<file path="src/rtl/core/npps_pkg.sv">
// ----------------------------------------------------------------------------
// npps_pkg: shared types and constants for the nearest path point search
// Word formats, command codes, register map and datapath control structs.
// ----------------------------------------------------------------------------
package npps_pkg;

    localparam int MAX_POINTS    = 1024;
    localparam int COORD_WIDTH   = 24;
    localparam int IDX_W         = $clog2(MAX_POINTS);
    localparam int CNT_W         = $clog2(MAX_POINTS + 1);
    localparam int FIELD_W       = 24;
    localparam int INDEX_FIELD_W = 10;
    localparam int DIST_W        = 50;
    localparam int CAP_W         = 24;
    localparam int CAP_SQ_W      = 2 * CAP_W;
    localparam int MAG_W         = 25;
    localparam int STORE_W       = 2 * COORD_WIDTH;

    localparam logic [CAP_W-1:0]  CAP_RESET = CAP_W'(256000);
    localparam logic [DIST_W-1:0] DIST_MAX  = '1;

    localparam logic CMD_LOAD  = 1'b0;
    localparam logic CMD_QUERY = 1'b1;

    localparam int APB_ADDR_W = 3;
    localparam int APB_DATA_W = 32;
    localparam int REG_IDX_W  = APB_ADDR_W - 2;
    localparam logic [REG_IDX_W-1:0] REG_DISTANCE_CAP = '0;

    typedef logic signed [COORD_WIDTH-1:0] t_coord;

    typedef struct packed {
        logic                      cmd;
        logic                      restart_path;
        logic signed [FIELD_W-1:0] point_x;
        logic signed [FIELD_W-1:0] point_y;
    } t_in_word;

    typedef struct packed {
        logic [INDEX_FIELD_W-1:0]  nearest_index;
        logic signed [FIELD_W-1:0] nearest_x;
        logic signed [FIELD_W-1:0] nearest_y;
        logic [DIST_W-1:0]         best_distance_sq;
        logic                      found;
        logic                      path_empty;
    } t_out_word;

    typedef struct packed {
        logic             load;
        logic             query_start;
        logic             rd_en;
        logic [IDX_W-1:0] rd_addr;
        logic             emit;
    } t_dp_cmd;

    typedef struct packed {
        logic [CNT_W-1:0] count;
        logic             pipe_busy;
    } t_dp_stat;

    // Low COORD_WIDTH bits of a field pattern.
    function automatic t_coord to_coord(input logic [FIELD_W-1:0] v);
        logic [63:0] t;
        t = 64'(v);
        return t_coord'(t[COORD_WIDTH-1:0]);
    endfunction

    // Sign-extend or truncate a coordinate to the field width.
    function automatic logic [FIELD_W-1:0] from_coord(input t_coord c);
        logic signed [63:0] t;
        t = 64'(c);
        return t[FIELD_W-1:0];
    endfunction

endpackage

</file>
<file path="src/rtl/core/npps_ctrl.sv">
// ----------------------------------------------------------------------------
// npps_ctrl: sequencer for load and query words
// Takes words, walks the path addresses on a query, waits for the distance
// pipeline to drain and hands the result to the output register.
// ----------------------------------------------------------------------------
module npps_ctrl (
    input  logic               i_clk,
    input  logic               i_rst_n,
    input  logic               i_in_valid,
    input  logic               i_in_cmd,
    output logic               o_in_ready,
    output logic               o_out_valid,
    input  logic               i_out_ready,
    input  npps_pkg::t_dp_stat i_stat,
    output npps_pkg::t_dp_cmd  o_cmd
);
    import npps_pkg::*;

    typedef enum logic [1:0] {
        ST_IDLE,
        ST_SCAN,
        ST_DRAIN
    } t_state;

    t_state           r_state;
    logic [IDX_W-1:0] r_addr;
    logic             r_out_valid;

    logic w_in_acc;
    logic w_slot_free;
    logic w_last;

    assign o_in_ready  = (r_state == ST_IDLE);
    assign o_out_valid = r_out_valid;
    assign w_in_acc    = i_in_valid && (r_state == ST_IDLE);
    assign w_slot_free = !r_out_valid || i_out_ready;
    assign w_last      = (CNT_W'(r_addr) == (i_stat.count - CNT_W'(1)));

    always_comb begin
        o_cmd.load        = w_in_acc && (i_in_cmd == CMD_LOAD);
        o_cmd.query_start = w_in_acc && (i_in_cmd == CMD_QUERY);
        o_cmd.rd_en       = (r_state == ST_SCAN);
        o_cmd.rd_addr     = r_addr;
        o_cmd.emit        = (r_state == ST_DRAIN) && !i_stat.pipe_busy && w_slot_free;
    end

    always_ff @(posedge i_clk) begin
        if (!i_rst_n) begin
            r_state     <= ST_IDLE;
            r_addr      <= '0;
            r_out_valid <= 1'b0;
        end else begin
            // load a new word, else hold until the receiver takes it
            r_out_valid <= o_cmd.emit || (r_out_valid && !i_out_ready);
            unique case (r_state)
                ST_IDLE: begin
                    if (o_cmd.query_start) begin
                        r_addr <= '0;
                        // empty path: nothing to walk, go straight to the result
                        r_state <= (i_stat.count == '0) ? ST_DRAIN : ST_SCAN;
                    end
                end
                ST_SCAN: begin
                    if (w_last) begin
                        r_state <= ST_DRAIN;
                    end else begin
                        r_addr <= r_addr + 1'b1;
                    end
                end
                ST_DRAIN: begin
                    if (o_cmd.emit) begin
                        r_state <= ST_IDLE;
                    end
                end
                default: begin
                    r_state <= ST_IDLE;
                end
            endcase
        end
    end

endmodule

</file>
<file path="config.mk">
export PLATFORM = sky130hd
export DESIGN_NAME = npps_ctrl
export DESIGN_NICKNAME = d
export VERILOG_FILES = /design/src/rtl/core/npps_pkg.sv /design/src/rtl/core/npps_ctrl.sv
export SDC_FILE = /design/constraint.sdc
export NUM_CORES = 1
export LEC_CHECK = 0
export ABC_AREA = 1
export BUFFER_PORTS_ARGS = -buffer_cell sky130_fd_sc_hd__buf_2
export CAP_MARGIN = 20
export CORE_MARGIN = 5
export CORE_UTILIZATION = 50
export DETAILED_ROUTE_END_ITERATION = 7
export PLACE_DENSITY = 0.77
export REMOVE_ABC_BUFFERS = 1
export SYNTH_ARGS = -nofsm -noshare
export SYNTH_HDL_FRONTEND = slang
export SYNTH_SLANG_ARGS = --single-unit
</file>
<file path="constraint.sdc">
create_clock -name i_clk -period 1.7 [get_ports i_clk]
set_input_delay 0.085 -clock i_clk [delete_from_list [all_inputs] [get_ports i_clk]]
set_output_delay 0.085 -clock i_clk [all_outputs]
set_load 0.005 [all_outputs]
</file>
==> metrics.txt <==
H-tree depth 1; RSZ-0062 raised after global routing true; Setup crit end kind flip-flop; Worst EP required 1910 ps; drt total wl 2916 µm; relative slew slack 75.46%; initial DRC count 70; PD cells 522.5 nW/µm²; Sink Count 13; IO Count 33; largest net degree at the start of global routing 13; Vias 1388; max_cap viols 0; skew final 2.103 ps; CTS max path bufs 2; post-DR vias/cell 4.993; Startpoint Class flip-flop; Crit Path Class flip-flop to flip-flop; Yosys cell types 25; total grt overflow 0; met1 Usage GRT 21.00%; final setup fails 0; Synth area leader dfxtp_1; status completed; Post-Synthesis Cells 202; Die X-Extent 58.71 µm; CTS tree built; GR Util met2 29.82%; average wire per standard cell 10.49 µm; Initial Util 53.11%; achievable frequency 638.0 MHz; GRT Max-Usage Layer met2; clk root buf clkbuf_4; initial antenna violation count 0; NumNets Final 271; core area 2233 µm²; area of the multi-input gates 818.3 µm²; vias in the first global route 1160; Reg clk slew, reported paths 80 ps; Place WS -2.926 ps; DP Wirelength 2367 µm; total CTS buffers 3; Die H 58.71 µm; Synth top area share 21.94%; first-pass GRT wire length 4616 µm; Worst-Margin Slew 367.8 ps; register area 265.3 µm²; Cells after DPL 273; share of layout cells above drive strength 1 28.40%; port bufs 32; post-route ant nets 0; FILL cells 228; WHS 74.42 ps; final worst setup slack 132.6 ps; final cell count without fillers 278; area of the mapped netlist 1186 µm²; Layout area overhead 28.38%; met3 Use GR 1.535%; Diodes inserted 0; Pre-Repair DR Iteration Count 4; register area share after synthesis 21.94%; Die ar. 3446 µm²; Max Slew Vio Count 0; VDD IR max 0.5984 mV; row count 17; number of synthesized register bits 13; total power 795.6 µW; post-layout util 68.18%; WP data arrival 1780 ps; crit-path max FO 4; HP Class input pin to flip-flop; GRT Overall Usage 16.50%; Tcrit/Tclk final 92.20%; Synth Area per Inst 5.872 µm²; Worst-Skew Late Latency 270 ps; Hold Vio Cnt, Final 0; DRC 0; top cells by area, synth dfxtp_1 22%, nand2_1 17%, nand3_1 8.9%; routability cong. 0.8112; crit path time final 1567 ps; Synth Warn # 0; leakage dissipation 0.0007656 µW
-- routing by layer --
layer / wire length [µm] / part of all wire, %
met5: 0 / 0
met1: 1388 / 48
met3: 114 / 3.9
met2: 1401 / 48
met4: 12 / 0.41
-- metrics by stage --
step	setup TNS, ps	area [µm²]
2_1_floorplan	0	1166
3_3_place_gp	0	1466
3_5_place_dp	-2.926	1466
4_1_cts	0	1498
5_1_grt	-34.38	1523
6_report	0	1523
-- cells in the final DEF (no fill, tap or decap), drive strengths merged --
cell	netlist	routed
a21oi	14	14
and2	1	1
buf	2	47
clkbuf	1	4
clkinv	1	1
dfxtp	13	13
ha	3	3
inv	27	27
nand2	60	60
nand3	23	23
nand3b	4	4
nand4	1	1
nor2	30	30
nor3	3	3
nor3b	1	1
o21a	1	1
o21ai	4	4
o21bai	1	1
or2	1	1
xnor2	2	2
xor2	9	9
-- worst paths after layout --
| check | from | to | depth (start not counted) | slack, ps |
|---|---|---|---|---|
| max | r_addr[1] | r_addr[9] | 10 | 130 |
| min | i_out_ready | o_out_valid | 4 | 70 |
| max reg2reg | r_addr[1] | r_addr[9] | 10 | 130 |
| min reg2reg | o_out_valid | o_out_valid | 2 | 490 |
-- cells in the mapped netlist (all sizes together) --
cell	number
o21ai	4
nand3	23
xnor2	2
a21oi	14
nand2	60
o21a	1
inv	27
nand3b	4
nand4	1
ha	3
o21bai	1
or2	1
clkinv	1
buf	2
nor2	30
nor3b	1
clkbuf	1
and2	1
dfxtp	13
nor3	3
xor2	9
-- registers in the layout, summed over array words and instances, names as in the netlist --
| register | flops |
|---|---|
| o_out_valid | 1 |
| r_state | 2 |
| r_addr | 10 |
-- power by group --
group          total (µW)  switching, µW  internal (µW)  leakage, µW
Combinational         271            158            113     0.000644
Clock                 197            106           90.9    0.0000150
Sequential            327           11.0            316     0.000107
Total                 796            275            520     0.000766
-- area by class of cell --
class | count | share of cell area [%]
inverters | 28 | 6.902
well taps | 28 | 2.301
multi-input cells | 158 | 53.74
repair buffers | 47 | 17.91
flip-flops and latches | 13 | 17.42
clock buffers | 4 | 1.726
-- critical path, cell delays in order (launching register included) --
cell and delay [ps]:
dfxtp_2 360, buf_4 120, nand3_1 120, nor2_2 160, nand3_1 120, nor2_2 130, nand2_1 70, xor2_1 140
nor2_1 90, nand2_1 70, a21oi_1 120
-- kinds of logic (layout without fill, tap and decap cells) --
kind of cell	Yosys count	count (layout)	share of synthesized area [%]
AOI/OAI and AO/OA	20	20	8.862
xor gates and xnor gates	11	11	8.123
adders and majority gates	3	3	3.165
buffers and inverters	31	79	10.55
DFF	13	13	21.94
and+or+nand+nor	124	124	47.36
-- what timing repair did --
action	CTS	global route
endpoints found under the setup margin	1	7
hold buffers	0	0
pin swaps	0	1
buffers inserted	0	1
gates resized for setup	1	7
Note: power is estimated with default switching activity, not from simulation.
